===== src/sv/svpwm_pkg.sv =====
`default_nettype none
package svpwm_pkg;

   localparam int VOLT_FRAC_BITS_DEF = 14;
   localparam int PERIOD_BITS_DEF    = 16;

   localparam int IN_W       = 16;
   localparam int DUTY_W     = 16;
   localparam int SEC_W      = 3;
   localparam int SQ_W       = 32;
   localparam int VW         = 17;   // working width of scaled voltages
   localparam int RW         = 15;   // reciprocal root bits, Q0.15
   localparam int CSR_IDX_W  = 1;
   localparam int CSR_DATA_W = 16;

   localparam logic [CSR_IDX_W-1:0] CSR_TIMER_PERIOD = 1'd0;
   localparam logic [CSR_IDX_W-1:0] CSR_SWAP_AC      = 1'd1;

   localparam logic [DUTY_W-1:0] PERIOD_RESET = 16'd42500;

   localparam logic [15:0] K_SQRT3_2     = 16'd28378;
   localparam logic [15:0] K_INV_SQRT3   = 16'd18919;
   localparam logic [15:0] K_2_INV_SQRT3 = 16'd37837;

   localparam logic [SEC_W-1:0] SEC_1 = 3'd0;
   localparam logic [SEC_W-1:0] SEC_2 = 3'd1;
   localparam logic [SEC_W-1:0] SEC_3 = 3'd2;
   localparam logic [SEC_W-1:0] SEC_4 = 3'd3;
   localparam logic [SEC_W-1:0] SEC_5 = 3'd4;
   localparam logic [SEC_W-1:0] SEC_6 = 3'd5;

   typedef struct packed {
      logic signed [IN_W-1:0] u_alpha;
      logic signed [IN_W-1:0] u_beta;
      logic [SQ_W-1:0]        mag_sq;
      logic                   scale;
   } svpwm_vec_type;

   typedef struct packed {
      logic [DUTY_W-1:0] duty_ch1;
      logic [DUTY_W-1:0] duty_ch2;
      logic [DUTY_W-1:0] duty_ch3;
      logic [SEC_W-1:0]  sector_index;
   } svpwm_rsp_type;

   // x * c / 2^15, truncated toward zero
   function automatic logic signed [VW-1:0] mul_q15(input logic signed [VW-1:0] x,
                                                    input logic [15:0] c);
      logic [VW-1:0]    mag;
      logic [VW+15:0]   prod;
      logic [VW-1:0]    res;
      mag  = x[VW-1] ? VW'(-x) : VW'(x);
      prod = (VW+16)'(mag) * (VW+16)'(c);
      res  = prod[VW+14:15];
      return x[VW-1] ? -$signed(res) : $signed(res);
   endfunction

endpackage
`default_nettype wire


===== src/sv/svpwm_front.sv =====
`default_nettype none
module svpwm_front
   import svpwm_pkg::*;
#(
   parameter int VOLT_FRAC_BITS = VOLT_FRAC_BITS_DEF
) (
   input  wire logic                   clock,
   input  wire logic                   reset,
   input  wire logic                   push,
   input  wire logic signed [IN_W-1:0] u_alpha,
   input  wire logic signed [IN_W-1:0] u_beta,
   output logic                        full,
   output logic                        q_push,
   output svpwm_vec_type               q_data,
   input  wire logic                   q_full
);

   localparam int LIM_W = (2 * VOLT_FRAC_BITS + 2 > SQ_W + 1) ?
                          2 * VOLT_FRAC_BITS + 2 : SQ_W + 1;
   localparam logic [LIM_W-1:0] UNIT_SQ = LIM_W'(1) << (2 * VOLT_FRAC_BITS);

   logic                   vld_ff, vld_in;
   logic signed [IN_W-1:0] a_ff, b_ff;
   logic [SQ_W-1:0]        aa_ff, bb_ff;
   logic [SQ_W-1:0]        aa_in, bb_in;
   logic [SQ_W-1:0]        mag_sq;
   logic                   accept;

   assign full   = vld_ff && q_full;
   assign accept = push && !full;
   assign q_push = vld_ff && !q_full;

   always_comb begin
      aa_in  = $unsigned(SQ_W'(u_alpha) * SQ_W'(u_alpha));
      bb_in  = $unsigned(SQ_W'(u_beta) * SQ_W'(u_beta));
      vld_in = accept ? 1'b1 : (q_push ? 1'b0 : vld_ff);
      mag_sq = aa_ff + bb_ff;
      q_data.u_alpha = a_ff;
      q_data.u_beta  = b_ff;
      q_data.mag_sq  = mag_sq;
      // only strictly above unit magnitude gets pulled back
      q_data.scale   = LIM_W'(mag_sq) > UNIT_SQ;
   end

   always_ff @(posedge clock) begin
      if (reset) begin
         vld_ff <= 1'b0;
      end else begin
         vld_ff <= vld_in;
      end
   end

   always_ff @(posedge clock) begin
      if (accept) begin
         a_ff  <= u_alpha;
         b_ff  <= u_beta;
         aa_ff <= aa_in;
         bb_ff <= bb_in;
      end
   end

endmodule
`default_nettype wire


===== config.mk =====
export PLATFORM = sky130hd
export DESIGN_NAME = svpwm_front
export DESIGN_NICKNAME = d
export VERILOG_FILES = /design/src/sv/svpwm_pkg.sv /design/src/sv/svpwm_front.sv
export SDC_FILE = /design/constraint.sdc
export NUM_CORES = 1
export LEC_CHECK = 0
export BUFFER_PORTS_ARGS = -buffer_cell sky130_fd_sc_hd__buf_2
export CORE_UTILIZATION = 65
export CTS_CLUSTER_SIZE = 16
export DETAILED_ROUTE_END_ITERATION = 7
export PLACE_DENSITY = 0.84
export REMOVE_ABC_BUFFERS = 1
export SLEW_MARGIN = 25
export SYNTH_ARGS = -nofsm -noshare
export SYNTH_HDL_FRONTEND = slang
export SYNTH_SLANG_ARGS = --single-unit

===== constraint.sdc =====
create_clock -name clock -period 10.9 [get_ports clock]
set_input_delay 2.18 -clock clock [delete_from_list [all_inputs] [get_ports clock]]
set_output_delay 2.18 -clock clock [all_outputs]
set_load 0.1 [all_outputs]

==> run_results.csv, run 1 <==
group,metric,value,unit
status,outcome,"finished, final reports clean",
placement,place_congestion,0.906,
timing,worst_slew_pin_slew,0.816,ns
global_routing,grt_max_degree,79,
clocking,cts_max_level,3,
timing,period_minus_slack,8.78,ns
timing,clock_skew,0.00902,ns
setup_path,critPathKind,"input pin to flip-flop",
synthesis,syn-cell-area,22100,sq um
synthesis,synth.ff_latch_count,93,
placement,dpl.hpwl,37.6,mm
die,start_util,65.9,%
global_routing,grt_pass1_vias,17121,
final_layout,final_nets,3036,
setup_path,r2r_cells,3,
global_routing,track_usage,28.2,%
final_layout,fin_area,23300,sq um
global_routing,grt_pass1_wl,78.3,mm
setup_path,crit_path_top_delay_cell,"fa_1",
global_routing,overflow,0,
job,drv_cap,0,
routing,routed_via_density,5.46,
die,core_area,33500,sq um
die,dieArea,34700,sq um
final_layout,final_common_cell,"inv_1",
timing,finalCritPeriodShare,80.5,%
setup_path,critPathLaunchType,"input pin",
timing,tns,0,ns
setup_path,crit_arrival,8.90,ns
timing,setup_violations,0,
hold_path,hp-class,"flip-flop to flip-flop",
placement,io_buffers,102,
timing,hold_violations,0,
die,fp.dieW,186,um
synthesis,async_reset_ff_share,0,%
die,rows,67,
timing,fmax,114,MHz
final_layout,diodes,0,
setup_path,crit_required,11.02,ns
synthesis,yosysWarnings,0,
clocking,cts_buffers,9,
clocking,cts_hold_repair.buffers,0,
final_layout,layout_common_cells,"inv_1 (682), fa_1 (468), ha_1 (207), nand2_1 (164), buf_2 (102)",
routing,vias,15155,
die,io_pins,103,
hold_path,worst_hold_path.num_cells,3,
clocking,post-cts-setup-buffers,0,
clocking,cts_buffer_depth,2,
routing,ant_nets,0,
clocking,cts_resized,0,
placement,dp.cells,2762,
final_layout,stdcell_count,2778,
clocking,cts_tree,"yes",
setup_path,crit_path_frequent_cell,"fa_1",
timing,rsz0062_at_grt,"false",
synthesis,synth_cell_types,68,
setup_path,cp_cell_sequence,"buf_2 > inv_1 > nor2_1 > fa_1 > fa_1 > fa_1 > fa_1 > fa_1 > inv_1 > fa_1 > inv_1 > ha_1 > and3_1 > a31oi_1 > a31oi_1 > o21ai_0 > a2111o_1 > a31oi_1 > a21o_1 > a21oi_1 > xnor2_1",
die,die_y,186,um
clocking,clkLatencyLatePin,0.37,ns
timing,slew_headroom,45.6,%
clocking,clockRootBuffer,"clkbuf_16",
clocking,clock-sinks,93,
synthesis,ys.flop_type,"edfxtp_1",
setup_path,cp_max_fo,19,
synthesis,synth_edf_count,92,
synthesis,yosysSeqAreaShare,12.6,%
synthesis,synthCells,2265,
routing,finalWirelength,45.2,mm
global_routing,antenna_found_initial,0,
routing,drt-initial-drc-count,913,
synthesis,avgSynthCellArea,9.76,sq um
clocking,clkTransAtPathRegs,0.08,ns
timing,slew_violations,0,
routing,wl_per_cell,16.3,um
final_layout,drive_above_1_share,6.52,%
placement,dpl_cell_area,23000,sq um
routing,drc,0,
routing,drt_pass1_iterations,5,
final_layout,areaGrowthSynthToFinish,5.30,%
setup_path,cpPeakStageDelay,0.60,ns
setup_path,worst_setup_path_end_kind,"flip-flop",
-- sequential cells by signal (all words and copies together) (netlist names) --
name	flops
aa_ff	30
bb_ff	30
a_ff	16
b_ff	16
vld_ff	1
-- logic make-up (layout without fill, tap and decap cells) --
family / count (synthesis) / count (layout) / synth area share [%]
AOI/OAI and AO/OA: 198 / 198 / 6.33
xor gates and xnor gates: 115 / 115 / 4.56
adders and majority gates: 675 / 675 / 54.1
buffers and inverters: 736 / 801 / 12.5
DFF: 93 / 93 / 12.6
muxes: 3 / 3 / 0.142
and+or+nand+nor: 445 / 445 / 9.74
-- layout make-up --
cell class / instances / area, sq um
inverter: 682 / 2560
timing repair buffer: 103 / 522
sequential: 93 / 2780
fill: 2472 / 10300
clock inverter: 7 / 67.6
clock buffer: 9 / 225
multi-input combinational: 1436 / 16600
tap: 448 / 561
-- through the flow --
step | utilization [%] | worst slack, ns | hold WS [ns]
after floorplan | - | 2.86 | 1.05
after global placement | 68.5 | 2.16 | 0.629
after detailed placement | 68.5 | 1.85 | 0.666
after CTS | 69.4 | 2.21 | 0.677
after global routing | 69.4 | 1.77 | 0.703
final | 69.4 | 2.12 | 0.677
-- routing by layer --
layer | routed length, um | part of all wire (%) | GRT usage (%)
met1 | 17200 | 38 | 34.6
met2 | 24200 | 54 | 50.9
met3 | 2350 | 5.2 | 3.46
met4 | 1330 | 3.0 | 10.3
met5 | 0 | 0 | 0
-- cells in the mapped netlist (3+ instances only) --
cell type	number	share of area, %
inv_1	682	12
fa_1	468	42
ha_1	207	12
nand2_1	164	2.8
and2_1	94	2.7
edfxtp_1	92	12
nor2_1	91	1.5
xnor2_1	85	3.4
clkbuf_1	50	0.85
a21oi_1	49	1.1
a21o_1	31	1.1
xor2_1	30	1.2
o21ai_0	21	0.48
o21bai_1	17	0.58
nand3_1	15	0.34
nor3_1	15	0.34
a31o_2	14	0.55
and3_1	13	0.37
nand2b_1	13	0.37
a31oi_1	10	0.28
nor2b_1	9	0.25
o21a_1	8	0.27
or3_1	8	0.23
a211oi_1	7	0.24
nand4_1	4	0.11
or2_2	4	0.11
a22oi_1	3	0.10
o2111ai_1	3	0.12
o31ai_1	3	0.10
-- worst max-delay path: cells and delay by family --
family | cells | cell delay (ns)
adders and majority gates | 7 | 3.45
AOI/OAI and AO/OA | 7 | 1.76
buffers and inverters | 4 | 0.82
and+or+nand+nor | 2 | 0.55
xor gates and xnor gates | 1 | 0.12
-- final timing paths --
path               from   endpoint  slack (ns)
max          u_beta[15]  bb_ff[31]        2.12
min              vld_ff     vld_ff        0.68
max reg2reg      vld_ff  bb_ff[18]        8.86
min reg2reg      vld_ff     vld_ff        0.68
Power of run 1 is not shown: default switching activity piles up to over one toggle a cycle in this logic, so the estimate is an artifact.
==> run 2: changes to the inputs <==
--- a/config.mk
+++ b/config.mk
@@ -6,10 +6,10 @@
 export NUM_CORES = 1
 export LEC_CHECK = 0
 export BUFFER_PORTS_ARGS = -buffer_cell sky130_fd_sc_hd__buf_2
-export CORE_UTILIZATION = 65
+export CORE_UTILIZATION = 59
 export CTS_CLUSTER_SIZE = 16
 export DETAILED_ROUTE_END_ITERATION = 7
-export PLACE_DENSITY = 0.84
+export PLACE_DENSITY = 0.8
 export REMOVE_ABC_BUFFERS = 1
 export SLEW_MARGIN = 25
 export SYNTH_ARGS = -nofsm -noshare
==> constraint.sdc (replaced) <==
create_clock -name clock -period 7.59 [get_ports clock]
set_input_delay 1.518 -clock clock [delete_from_list [all_inputs] [get_ports clock]]
set_output_delay 1.518 -clock clock [all_outputs]
set_load 0.1 [all_outputs]
==> run_results.csv, run 2 (synthesis gave the netlist of run 1 again) <==
group,metric,value,unit
hold_path,hold_end,"vld_ff",
timing,clock_skew,0.00831,ns
setup_path,cp_cell_sequence,"buf_2 > inv_1 > nor2_1 > ha_1 > xor2_1 > fa_1 > fa_1 > inv_1 > fa_1 > fa_1 > inv_1 > fa_1 > inv_1 > ha_1 > o21a_1 > o21ai_0 > nor2_1 > nor2_1 > a211oi_1 > o211a_1 > o41ai_2 > o21bai_1 > a21oi_1 > xnor2_1",
routing,drt_pass1_iterations,5,
global_routing,track_usage,26.8,%
setup_path,regToRegEndpoint,"a_ff[0]",
setup_path,crit_arrival,7.41,ns
final_layout,layout_common_cells,"inv_1 (682), fa_1 (468), ha_1 (207), nand2_1 (164), buf_2 (102)",
hold_path,min-delay-start,"vld_ff",
timing,finalCritPeriodShare,95.8,%
clocking,cts_buffer_depth,2,
setup_path,cp_max_fo,12,
timing,slew_violations,0,
setup_path,worst_setup_path_end_kind,"flip-flop",
clocking,cts_buffers,9,
setup_path,crit_required,7.73,ns
final_layout,stdcell_count,2898,
setup_path,critPathKind,"input pin to flip-flop",
global_routing,grt_pass1_vias,17450,
final_layout,fill_cells,2812,
setup_path,cpPeakStageDelay,0.57,ns
timing,tns,0,ns
clocking,cts_max_level,3,
global_routing,antenna_found_initial,1,
routing,wl_per_cell,16.2,um
job,drv_cap,0,
clocking,clkTransAtPathRegs,0.08,ns
global_routing,gr-usage-met1,33.5,%
global_routing,grt_pass1_wl,80.6,mm
timing,rsz0062_at_grt,"false",
hold_path,hp-class,"flip-flop to flip-flop",
placement,io_buffers,102,
global_routing,grtUsageMet3,3.37,%
global_routing,grt_max_degree,44,
timing,slew_headroom,53.9,%
hold_path,worst_hold_path.num_cells,3,
global_routing,overflow,0,
die,die_y,196,um
final_layout,fin_area,24100,sq um
die,dieArea,38200,sq um
clocking,clockRootBuffer,"clkbuf_16",
setup_path,rr_startpoint,"vld_ff",
setup_path,critPathLaunchType,"input pin",
setup_path,r2r_slack,4.96,ns
status,outcome,"finished, final reports clean",
clocking,clkLatencyLatePin,0.39,ns
die,io_pins,103,
placement,dp.cells,2882,
placement,place_congestion,0.930,
final_layout,diodes,0,
setup_path,crit_path_top_delay_cell,"fa_1",
die,rows,70,
routing,finalWirelength,47.0,mm
timing,fmax,138,MHz
final_layout,areaGrowthSynthToFinish,9.03,%
routing,ant_nets,0,
final_layout,top_regs,"aa_ff: 30 flops, bb_ff: 30 flops",
setup_path,crit_buf_inv,5,
global_routing,top_usage_layer,"met2",
setup_path,cp_top_family,"adder cells",
routing,drt-initial-drc-count,653,
clocking,cts_hold_repair.buffers,0,
final_layout,drive_above_1_share,10.5,%
global_routing,grtUsageMet2,48.0,%
clocking,clock-sinks,93,
timing,period_minus_slack,7.27,ns
setup_path,r2r_cells,4,
clocking,cts_tree,"yes",
routing,vias,15383,
placement,dpl_cell_area,23800,sq um
timing,hold_violations,0,
final_layout,final_common_cell,"inv_1",
die,fp.dieW,196,um
die,start_util,60.2,%
timing,worst_slew_pin_slew,0.690,ns
routing,routed_via_density,5.31,
setup_path,crit_path_frequent_cell,"fa_1",
routing,drc,0,
timing,setup_violations,0,
placement,dpl.hpwl,40.6,mm
final_layout,final_nets,3136,
die,core_area,36700,sq um
## run 2: changes by cell type in the layout (fill, tap and decap cells not counted), sizes merged
cell | previous run | this run
bufinv | 0 | 1
inv | 686 | 685
buf | 103 | 203
clkinvlp | 0 | 1
clkinv | 3 | 2
## run 2: cell type report
type | count | area, sq um | area share (%)
Sequential cell | 93 | 2780 | 11.5
Tap cell | 468 | 586 | 2.43
Timing Repair Buffer | 203 | 1280 | 5.32
Inverter | 682 | 2560 | 10.6
Clock buffer | 9 | 225 | 0.935
Multi-Input combinational cell | 1436 | 16600 | 68.8
Clock inverter | 7 | 91.3 | 0.379
## run 2: what timing repair did
item | in CTS | in global routing
gates resized for setup | 0 | 2
setup endpoints to repair | 0 | 2
setup buffers | 0 | 0
## run 2: through the flow
| step | worst slack, ns | hold slack [ns] | util [%] |
|---|---|---|---|
| detailed placement | -0.0678 | 0.675 | 64.8 |
| global placement | 0.0677 | 0.629 | 64.8 |
| CTS | 0.334 | 0.697 | 65.6 |
| global route | 0.0372 | 0.764 | 65.7 |
| floorplan | 0.216 | 1.05 | - |
| finish | 0.317 | 0.706 | 65.7 |
## run 2: worst max-delay path by stage
| stage | slack, ns | start | cells after the start | to |
|---|---|---|---|---|
| 2_1_floorplan | 0.22 | u_beta[15] | 21 | bb_ff[30] |
| 3_3_place_gp | 0.07 | u_alpha[12] | 24 | aa_ff[31] |
| 3_5_place_dp | -0.07 | u_beta[3] | 24 | bb_ff[30] |
| 4_1_cts | 0.33 | u_beta[3] | 24 | bb_ff[30] |
| 5_1_grt | 0.04 | u_alpha[12] | 24 | aa_ff[31] |
| 6_report | 0.32 | u_alpha[12] | 24 | aa_ff[31] |
## run 2: worst register-to-register path: cells and delay by family, from the launching register on
kind,cells,cell delay (ns)
buffers and inverters,2,1.17
AND/OR/NAND/NOR,2,0.75
flip-flops,1,0.31
## run 2: per-layer routing
metal / up-vias / share of wire [%]
met5: - / 0
met4: 0 / 2.6
met3: 85 / 5.4
met2: 377 / 52
met1: 7816 / 40
li1: 7105 / -
Power of run 2 is left out for the same reason.
