**config.mk**
```make
export PLATFORM = sky130hd
export DESIGN_NAME = svpwm_fifo
export DESIGN_NICKNAME = d
export VERILOG_FILES = /design/src/sv/svpwm_fifo.sv
export SDC_FILE = /design/constraint.sdc
export NUM_CORES = 1
export LEC_CHECK = 0
export BUFFER_PORTS_ARGS = -buffer_cell sky130_fd_sc_hd__buf_2
export CAP_MARGIN = 0
export CORE_MARGIN = 2
export CORE_UTILIZATION = 42
export CTS_BUF_LIST = sky130_fd_sc_hd__clkbuf_16
export DETAILED_ROUTE_END_ITERATION = 10
export GPL_ROUTABILITY_DRIVEN = 0
export GPL_TIMING_DRIVEN = 0
export PLACE_DENSITY = 0.66
export SYNTH_ARGS = -nofsm -noshare
export SYNTH_HDL_FRONTEND = slang
export SYNTH_SLANG_ARGS = --single-unit
```
**constraint.sdc**
```tcl
create_clock -name clock -period 2.1 [get_ports clock]
set_clock_uncertainty 0.15 [all_clocks]
set_input_delay 0.42 -clock clock [delete_from_list [all_inputs] [get_ports clock]]
set_output_delay 0.42 -clock clock [all_outputs]
set_load 0.02 [all_outputs]
```
**src/sv/svpwm_fifo.sv**
```systemverilog
`default_nettype none
module svpwm_fifo #(
   parameter int WIDTH = 8,
   parameter int DEPTH = 2
) (
   input  wire logic             clock,
   input  wire logic             reset,
   input  wire logic             push,
   input  wire logic [WIDTH-1:0] push_data,
   output logic                  full,
   input  wire logic             pop,
   output logic [WIDTH-1:0]      pop_data,
   output logic                  empty
);

   localparam int PTR_W = (DEPTH > 1) ? $clog2(DEPTH) : 1;
   localparam int CNT_W = $clog2(DEPTH + 1);

   logic [WIDTH-1:0] mem_ff [0:DEPTH-1];
   logic [PTR_W-1:0] wr_ptr_ff, wr_ptr_in;
   logic [PTR_W-1:0] rd_ptr_ff, rd_ptr_in;
   logic [CNT_W-1:0] count_ff, count_in;
   logic             do_push, do_pop;

   assign full     = (count_ff == CNT_W'(DEPTH));
   assign empty    = (count_ff == '0);
   assign do_push  = push && !full;
   assign do_pop   = pop && !empty;
   assign pop_data = mem_ff[rd_ptr_ff];

   always_comb begin
      wr_ptr_in = wr_ptr_ff;
      rd_ptr_in = rd_ptr_ff;
      if (do_push) begin
         wr_ptr_in = (wr_ptr_ff == PTR_W'(DEPTH - 1)) ? '0 : wr_ptr_ff + PTR_W'(1);
      end
      if (do_pop) begin
         rd_ptr_in = (rd_ptr_ff == PTR_W'(DEPTH - 1)) ? '0 : rd_ptr_ff + PTR_W'(1);
      end
      count_in = count_ff + CNT_W'(do_push) - CNT_W'(do_pop);
   end

   always_ff @(posedge clock) begin
      if (reset) begin
         wr_ptr_ff <= '0;
         rd_ptr_ff <= '0;
         count_ff  <= '0;
      end else begin
         wr_ptr_ff <= wr_ptr_in;
         rd_ptr_ff <= rd_ptr_in;
         count_ff  <= count_in;
      end
   end

   always_ff @(posedge clock) begin
      if (do_push) begin
         mem_ff[wr_ptr_ff] <= push_data;
      end
   end

endmodule
`default_nettype wire

```
==> results of run 1 <==
-- worst min-delay path by stage --
stage / endpoint / slack, ns / cells past startpoint
global route: mem_ff[0][5] / 0.20 / 1
CTS: mem_ff[0][5] / 0.20 / 1
detailed placement: wr_ptr_ff / 0.35 / 2
floorplan: wr_ptr_ff / 0.30 / 2
global placement: wr_ptr_ff / 0.32 / 2
finish: mem_ff[1][5] / 0.21 / 1
-- routing by layer --
metal | track usage (%) | vias to the layer above
met1 | 11.9 | 218
met5 | 0 | -
met2 | 17.6 | 14
li1 | - | 236
met4 | 9.73 | 0
met3 | 4.15 | 2
-- stage by stage --
stage	total power [mW]	hold WS (ns)	util [%]	worst slack, ns	instances
finish	1.37	0.208	58.2	0.255	102
global route	1.46	0.202	58.2	0.206	102
CTS	1.39	0.205	58.2	0.232	102
detailed placement	1.00	0.349	53.7	0.338	98
global placement	0.994	0.316	53.7	0.353	98
floorplan	0.883	0.301	-	0.472	52
-- layout by cell type (no fill, tap or decap) --
cell type   n
xor2_1      1
and3_2      1
inv_1       3
xnor2_1     1
nand2b_2    1
inv_2       1
buf_2      22
a21oi_1     1
clkinv_2    1
mux2_1      5
and2_1      1
nor3_1      1
o21a_2      1
nor2_1      4
edfxtp_1   16
clkbuf_16   3
o21ai_0     1
ha_1        2
nand2_1     1
nor2b_1     1
dfxtp_1     5
or3_1       1
mux2_2      3
-- power breakdown --
part / switching (mW) / internal [mW]
Combinational: 0.243 / 0.173
Clock: 0.130 / 0.255
Sequential: 0.0330 / 0.538
Total: 0.406 / 0.966
-- flip-flops by register name, indices dropped and copies added (netlist names), named ones only --
name / flops
mem_ff: 16
count_ff: 2
rd_ptr_ff: 1
wr_ptr_ff: 1
-- worst max-delay path: cells and delay by family (launching register included) --
family / cells / cell delay, ns
buf+inv: 2 / 0.37
flops: 1 / 0.30
mux: 1 / 0.36
-- cell type report --
type / instances / area [um2] / share of cell area, %
Sequential cell: 21 / 581 / 56.5
Tap cell: 25 / 31.3 / 3.05
Clock inverter: 1 / 5.00 / 0.487
Multi-Input combinational cell: 26 / 210 / 20.5
Inverter: 4 / 15.0 / 1.46
Clock buffer: 3 / 75.1 / 7.31
Timing Repair Buffer: 21 / 105 / 10.2
Buffer: 1 / 5.00 / 0.487
-- logic make-up (layout without fill, tap and decap cells) --
group	after synthesis	in the layout	synth area share, %
buffers and inverters	5	30	2.47
muxes	8	8	11.1
and+or+nand+nor	11	11	7.25
adders and majority gates	2	2	3.09
DFF	21	21	71.6
AOI/OAI and AO/OA	3	3	2.31
xor gates and xnor gates	2	2	2.16
==> metrics.md, run 1 <==
| Metric | Value |
|---|---|
| Post-cts sizing count | `0` |
| Crit path to | `pop_data[2]` |
| Pre-antenna DRT Iters | `3` |
| Syn Inst Count | `52` |
| All-Layer GR Usage | `11.3%` |
| Initial antenna violation count | `0` |
| Total Wirelength | `~1100 um` |
| Count leader, synth | `edfxtp_1` |
| PwrDens | `around 1300 mW/mm2` |
| Setup tns final | `0 ns` |
| Post-DP HPWL | `814 um` |
| Total clock buffers created by CTS | `3` |
| Sequential area share after synthesis | `a little under three quarters` |
| Area grow syn2layout | `26.7%` |
| Commonest cells in the netlist | `16 x edfxtp_1, 5 x dfxtp_1, 5 x mux2_1` |
| Primary FF master, synth | `edfxtp_1` |
| DR iter-0 viols | `12` |
| Max Fclk | `542 MHz` |
| Crit path cell chain | `buf_2 > mux2_2 > buf_2` |
| Drt via density | `4.61` |
| Die X | `47.9 um` |
| Cell taking the most area after synthesis | `edfxtp_1` |
| Max stage delay on crit path | `0.36 ns` |
| DIE AREA | `0.00230 mm2` |
| Highest Signal Layer | `met4` |
| Net count, final | `92` |
| Vias in the first global route | `375` |
| Worst path arrival time | `between 1 and 1.5 ns` |
| Layout cells sized above 1 | `42.9%` |
| H-tree Lvls | `1` |
| DRT antenna net count | `0` |
| Unrepaired setup endpoints after global routing | `false` |
| Slew at the pin with the worst max-slew slack | `0.310 ns` |
| Core Footprint | `0.00176 mm2` |
| Fin area | `between 0.001 and 0.0015 mm2` |
| Maximum VDD drop | `0.656 mV` |
| Post-route DRC | `0` |
| Asr flop ratio synth | `0%` |
| Clk root buf | `clkbuf_16` |
| Fin crit share | `87.9%` |
| R2R Path Start | `count_ff[1]` |
| Worst slew margin | `between 70% and 80%` |
| Status | `complete, no violations` |
| Leak | `0.434 nW` |
| Slew Viols, Final | `0` |
| Setup bufs post-CTS | `0` |
| Worst-path clk slew | `0.05 ns` |
| Syn_nets | `66` |
| # IOs | `22` |
| Maxcap violations | `0` |
| Syn avg cell area | `15.6 um2` |
| Type of origin of the critical path | `register` |
| Post-synth EDFFs | `16` |
| Die Height | `47.9 um` |
| DR vias | `470` |
| End of the worst register-to-register path | `count_ff[1]` |
| CTS tree | `built` |
| Critical path class | `reg2out` |
| Number of distinct library cells after synthesis | `21` |
| N_diodes | `0` |
| Largest net degree at the start of global routing | `13` |
| # rows | `15` |
| Clock latency on the worst-skew pair | `0.25 ns` |
| Cell repeated most along the worst path | `buf_2` |
| WL/cell | `11.2 um` |
| M1 WL | `445 um` |
| Flops & latches, synth | `21` |
| Tmin final | `roughly 1.8 ns` |
| Hold Crit Start | `push_data[5]` |
| I/O Buffers | `21` |
| Routed wl met2 | `619 um` |
| Yosys top cell area share | `about three fifths` |
| Yosys warns | `0` |
| Wire length on met3 | `around 60 um` |
| Critical path's slowest cell | `mux2_2` |
| R2R cell count | `7` |
| Critical path required time | `1.53 ns` |
| Crit-path max FO | `8` |
| Crit end category | `primary output` |
| Setup violators final | `0` |
| Placed cell areas | `947 um2` |
| CTS max path bufs | `2` |
| Syn Std Cell Area | `811 um2` |
| Main area contributors after synthesis | `edfxtp_1 59%, dfxtp_1 12%, mux2_1 6.9%` |
| Hold_buf cts | `0` |
| First-pass GRT wire length | `1560 um` |
| Initial Utilization | `between 40% and 50%` |
| Setup slack, reg-to-reg | `0.41 ns` |
| Final hold vios | `0` |
| GRT overflow | `0` |
| Fillers | `168` |
| Clk sink count | `21` |
| HP Class | `in2reg` |
Note: power is estimated with default switching activity, not from simulation.
==> run 2, diff against run 1 <==
Settings changed: CELL_PAD_IN_SITES_DETAIL_PLACEMENT from default to 1, CELL_PAD_IN_SITES_GLOBAL_PLACEMENT from default to 2, CORE_UTILIZATION 42 to 33, PLACE_DENSITY 0.66 to default, PLACE_DENSITY_LB_ADDON from default to 0.1.
==> metrics.md, run 2 (synthesis results as in run 1) <==
| Metric | Value |
|---|---|
| Post-DP HPWL | `approximately 1000 um` |
| Setup bufs post-CTS | `0` |
| Post-route DRC | `0` |
| Setup tns final | `0 ns` |
| Clk root buf | `clkbuf_16` |
| Routed wl met2 | `about 720 um` |
| CTS max path bufs | `2` |
| N_diodes | `0` |
| Clk sink count | `21` |
| Max Fclk | `543 MHz` |
| # IOs | `22` |
| DR vias | `between 400 and 500` |
| Layout cells sized above 1 | `42.9%` |
| Fin cells | `roughly 110` |
| Maxcap violations | `0` |
| Hold Crit Start | `push_data[3]` |
| HP Class | `in2reg` |
| Worst slew margin | `between 70% and 80%` |
| Maximum VDD drop | `between 0.6 and 0.7 mV` |
| Tmin final | `1.84 ns` |
| Worst-path clk slew | `approximately 0.050 ns` |
| Status | `complete, no violations` |
| Pre-antenna DRT Iters | `3` |
| Die Height | `53.6 um` |
| All-Layer GR Usage | `under 10%` |
| Highest Signal Layer | `met4` |
| WL/cell | `12.0 um` |
| # rows | `17` |
| I/O Buffers | `21` |
| Most frequent cells in the layout | `22 x buf_2, 16 x edfxtp_1, 5 x mux2_1, 5 x dfxtp_1, 4 x nor2_1` |
| Hold depth | `1` |
| Crit-path max FO | `8` |
| Crit path cell chain | `buf_2 > mux2_2 > buf_2` |
| Biggest register | `mem_ff` |
| DRT antenna net count | `0` |
| Setup slack, reg-to-reg | `0.37 ns` |
| H-tree Lvls | `1` |
| Slew at the pin with the worst max-slew slack | `0.323 ns` |
| CTS tree | `built` |
| Hold Path End | `mem_ff[0][3]` |
| Initial Utilization | `35.6%` |
| Vias in the first global route | `449` |
| Setup violators final | `0` |
| Critical path required time | `1.53 ns` |
| Hold_buf cts | `0` |
| M1 WL | `470 um` |
| Post-cts sizing count | `0` |
| Leak | `0.434 nW` |
| Most common cell after layout, fill and taps aside | `buf_2` |
| Core Footprint | `0.00228 mm2` |
| End of the worst register-to-register path | `count_ff[1]` |
| Initial antenna violation count | `0` |
| Unrepaired setup endpoints after global routing | `false` |
| Max stage delay on crit path | `about 0.35 ns` |
| Die X | `53.6 um` |
| Largest net degree at the start of global routing | `13` |
| Largest registers | `mem_ff: 16 flops, count_ff: 2 flops` |
| Slew Viols, Final | `0` |
| Max FFs per register | `16` |
| Worst path arrival time | `1.27 ns` |
| Drt via density | `4.50` |
| Cell repeated most along the worst path | `buf_2` |
| R2R Path Start | `count_ff[1]` |
| Critical path class | `reg2out` |
| R2R cell count | `7` |
| Net count, final | `92` |
| GRT overflow | `0` |
| PwrDens | `between 1000 and 1500 mW/mm2` |
| Post-Place Cells | `101` |
| Fillers | `238` |
| Total clock buffers created by CTS | `3` |
| Wire length on met3 | `68 um` |
| Total Wirelength | `1260 um` |
| Fin crit share | `87.7%` |
| Critical path's slowest cell | `mux2_2` |
| Type of origin of the critical path | `register` |
| Clock latency on the worst-skew pair | `0.24 ns` |
| DIE AREA | `approximately 0.0029 mm2` |
| Crit end category | `primary output` |
| DR iter-0 viols | `6` |
| Final hold vios | `0` |
| Area grow syn2layout | `27.2%` |
| First-pass GRT wire length | `1950 um` |
## run 2: cell counts in the layout (fill, tap and decap cells not counted)
No cell type changed its count.
## run 2: worst max-delay path: cells and delay by family, from the launching register on
kind | cells | cell delay (ns)
buffers and inverters | 2 | 0.37
multiplexers | 1 | 0.35
flip-flops | 1 | 0.30
## run 2: worst max path at each step
stage	from	end	slack [ns]
after floorplan	count_ff[1]	count_ff[1]	0.47
after global placement	pop	count_ff[1]	0.34
after detailed placement	pop	count_ff[1]	0.31
after CTS	register	pop_data[5]	0.23
after global routing	register	pop_data[5]	0.18
final	register	pop_data[5]	0.26
## run 2: where the power goes
part	switching [mW]	total [mW]	leakage [nW]	internal [mW]
sequential	0.0353	0.573	0.191	0.538
clock	0.130	0.384	0.0409	0.255
combinational	0.248	0.421	0.202	0.173
## run 2: per-stage QoR
stage          setup WS, ns  total power, mW  utilization [%]  hold WS [ns]  cell area [um2]
3_3_place_gp          0.344             1.00             41.8         0.320              951
2_1_floorplan         0.472            0.883                -         0.301              811
5_1_grt               0.182             1.46             45.3         0.210             1030
4_1_cts               0.232             1.41             45.3         0.207             1030
3_5_place_dp          0.305             1.01             41.8         0.339              951
6_report              0.259             1.38             45.3         0.214             1030
## run 2: layout make-up
type	count	area, um2	area share [%]
timing repair buffer	21	105	10.2
buffer	1	5.00	0.485
clock inverter	1	5.00	0.485
sequential	21	581	56.3
multi-input combinational	26	210	20.4
tap	28	35.0	3.40
clock buffer	3	75.1	7.28
inverter	4	15.0	1.46
## run 2: layer usage
layer  global-route usage (%)  vias to the layer above
met1                     9.29                      226
met4                     5.13                        0
met5                        0                        -
met3                     1.94                        2
li1                         -                      234
met2                     20.0                       11
==> run 3, diff against run 2 <==
--- a/config.mk
+++ b/config.mk
@@ -17,4 +17,5 @@
 export GPL_TIMING_DRIVEN = 0
 export PLACE_DENSITY_LB_ADDON = 0.1
+export RECOVER_POWER = 50
 export SYNTH_ARGS = -nofsm -noshare
 export SYNTH_HDL_FRONTEND = slang
--- a/constraint.sdc
+++ b/constraint.sdc
@@ -3,3 +3,3 @@
 set_input_delay 0.42 -clock clock [delete_from_list [all_inputs] [get_ports clock]]
 set_output_delay 0.42 -clock clock [all_outputs]
-set_load 0.02 [all_outputs]
+set_load 0.005 [all_outputs]
==> metrics.md, run 3 (synthesis results as in run 1) <==
| Metric | Value |
|---|---|
| Hold depth | `1` |
| Hold Crit Start | `push_data[3]` |
| Pre-antenna DRT Iters | `3` |
| Post-cts sizing count | `0` |
| Worst slack at placement | `around 0.31 ns` |
| Post-route DRC | `0` |
| Clk sink count | `21` |
| Maxcap violations | `0` |
| Critical path class | `reg2out` |
| Total area of sequential cells | `581 um2` |
| R2R Path Start | `count_ff[1]` |
| Final worst slack | `0.291 ns` |
| CTS tree | `built` |
| Unrepaired setup endpoints after global routing | `false` |
| Slew Viols, Final | `0` |
| # IOs | `22` |
| Core Footprint | `0.00228 mm2` |
| Cell repeated most along the worst path | `buf_2` |
| Critical path's slowest cell | `mux2_2` |
| First-pass GRT wire length | `1950 um` |
| Largest registers | `mem_ff: 16 flops, count_ff: 2 flops` |
| Net count, final | `a little over 90` |
| Setup bufs post-CTS | `0` |
| Die X | `approximately 54 um` |
| Tmin final | `1.81 ns` |
| I/O Buffers | `21` |
| PwrDens | `approximately 1300 mW/mm2` |
| Crit path cell chain | `buf_2 > mux2_2 > buf_2` |
| Total Wirelength | `between 1000 and 1500 um` |
| Type of origin of the critical path | `register` |
| Fillers | `about 240` |
| Layout cells sized above 1 | `33.8%` |
| # rows | `17` |
| Max FFs per register | `16` |
| WL/cell | `between 10 and 15 um` |
| Vias in the first global route | `449` |
| Post-DP HPWL | `roughly 1000 um` |
| Area grow syn2layout | `26.2%` |
| Setup slack, reg-to-reg | `0.37 ns` |
| Crit-path max FO | `8` |
| Clock latency on the worst-skew pair | `0.24 ns` |
| Clk root buf | `clkbuf_16` |
| Drt via density | `4.50` |
| CP top delay family | `multiplexers` |
| Most frequent cells in the layout | `17 x buf_2, 16 x edfxtp_1, 5 x mux2_1, 5 x dfxtp_1, 5 x clkbuf_1` |
| Hold Path End | `mem_ff[0][3]` |
| H-tree Lvls | `1` |
| CTS max path bufs | `2` |
| R2R cell count | `7` |
| Setup tns final | `0 ns` |
| Final hold vios | `0` |
| DR vias | `473` |
| DR iter-0 viols | `9` |
| End of the worst register-to-register path | `count_ff[1]` |
| Setup violators final | `0` |
| Area occupied by multi-input gates | `around 210 um2` |
| Leak | `0.423 nW` |
| Die Height | `53.6 um` |
| WP buf/inv | `2` |
| DIE AREA | `0.00287 mm2` |
| Fin crit share | `86.2%` |
| Max stage delay on crit path | `around 0.35 ns` |
| HP Class | `in2reg` |
| Biggest register | `mem_ff` |
| Status | `complete, no violations` |
| Most common cell after layout, fill and taps aside | `buf_2` |
| Total power draw | `between 1 and 1.5 mW` |
| Largest net degree at the start of global routing | `13` |
| DRT antenna net count | `0` |
| All-Layer GR Usage | `9.95%` |
| Initial antenna violation count | `0` |
| Worst slew margin | `75.1%` |
| Max Fclk | `553 MHz` |
| Slew at the pin with the worst max-slew slack | `0.374 ns` |
| Initial Utilization | `~36%` |
| Maximum VDD drop | `0.542 mV` |
| Total clock buffers created by CTS | `3` |
| Crit end category | `primary output` |
| Worst-path clk slew | `0.05 ns` |
| N_diodes | `0` |
| GRT overflow | `0` |
| Hold_buf cts | `0` |
| Critical path required time | `1.53 ns` |
| Worst path arrival time | `1.24 ns` |
[run 3: layout make-up]
type                            instances  share of cell area (%)
Tap cell                               28                    3.42
Timing Repair Buffer                   21                    9.66
Multi-Input combinational cell         26                    20.4
Clock buffer                            3                    7.33
Inverter                                4                    1.47
Sequential cell                        21                    56.7
Buffer                                  1                   0.489
Clock inverter                          1                   0.489
[run 3: worst max-delay path by stage]
stage	from	endpoint	slack (ns)	cells after the start
floorplan	count_ff[1]	count_ff[1]	0.47	7
CTS	register	pop_data[5]	0.26	3
global route	register	pop_data[5]	0.21	3
finish	register	pop_data[5]	0.29	3
detailed placement	pop	count_ff[1]	0.31	8
global placement	pop	count_ff[1]	0.34	8
[run 3: worst reg2reg max path: cells and delay by family (launching register included)]
| family | cells | cell delay (ns) |
|---|---|---|
| buffers and inverters | 1 | 0.04 |
| adder cells (fa/ha/maj) | 2 | 0.44 |
| AO/OA/AOI/OAI | 1 | 0.25 |
| flip-flops | 1 | 0.35 |
| XOR/XNOR | 1 | 0.15 |
| AND/OR/NAND/NOR | 2 | 0.28 |
[run 3: through the flow]
stage	utilization (%)	instances	hold slack, ns	cell area, um2
finish	45.0	105	0.214	1020
global placement	41.8	101	0.320	951
floorplan	-	52	0.301	811
global route	45.0	105	0.210	1020
CTS	45.3	105	0.207	1030
detailed placement	41.8	101	0.339	951
[run 3: per-layer routing]
layer	share of wire [%]	routed length (um)	global-route usage (%)	up-vias
li1	-	-	-	234
met1	37	469	9.29	226
met2	57	716	20.0	11
met3	5.4	68	1.94	2
met4	0.40	5	5.13	0
met5	0	0	0	-
[run 3: report_power, final]
group	switching, mW	internal (mW)	total, mW
combinational	0.160	0.168	0.328
sequential	0.0353	0.538	0.573
clock	0.130	0.255	0.385
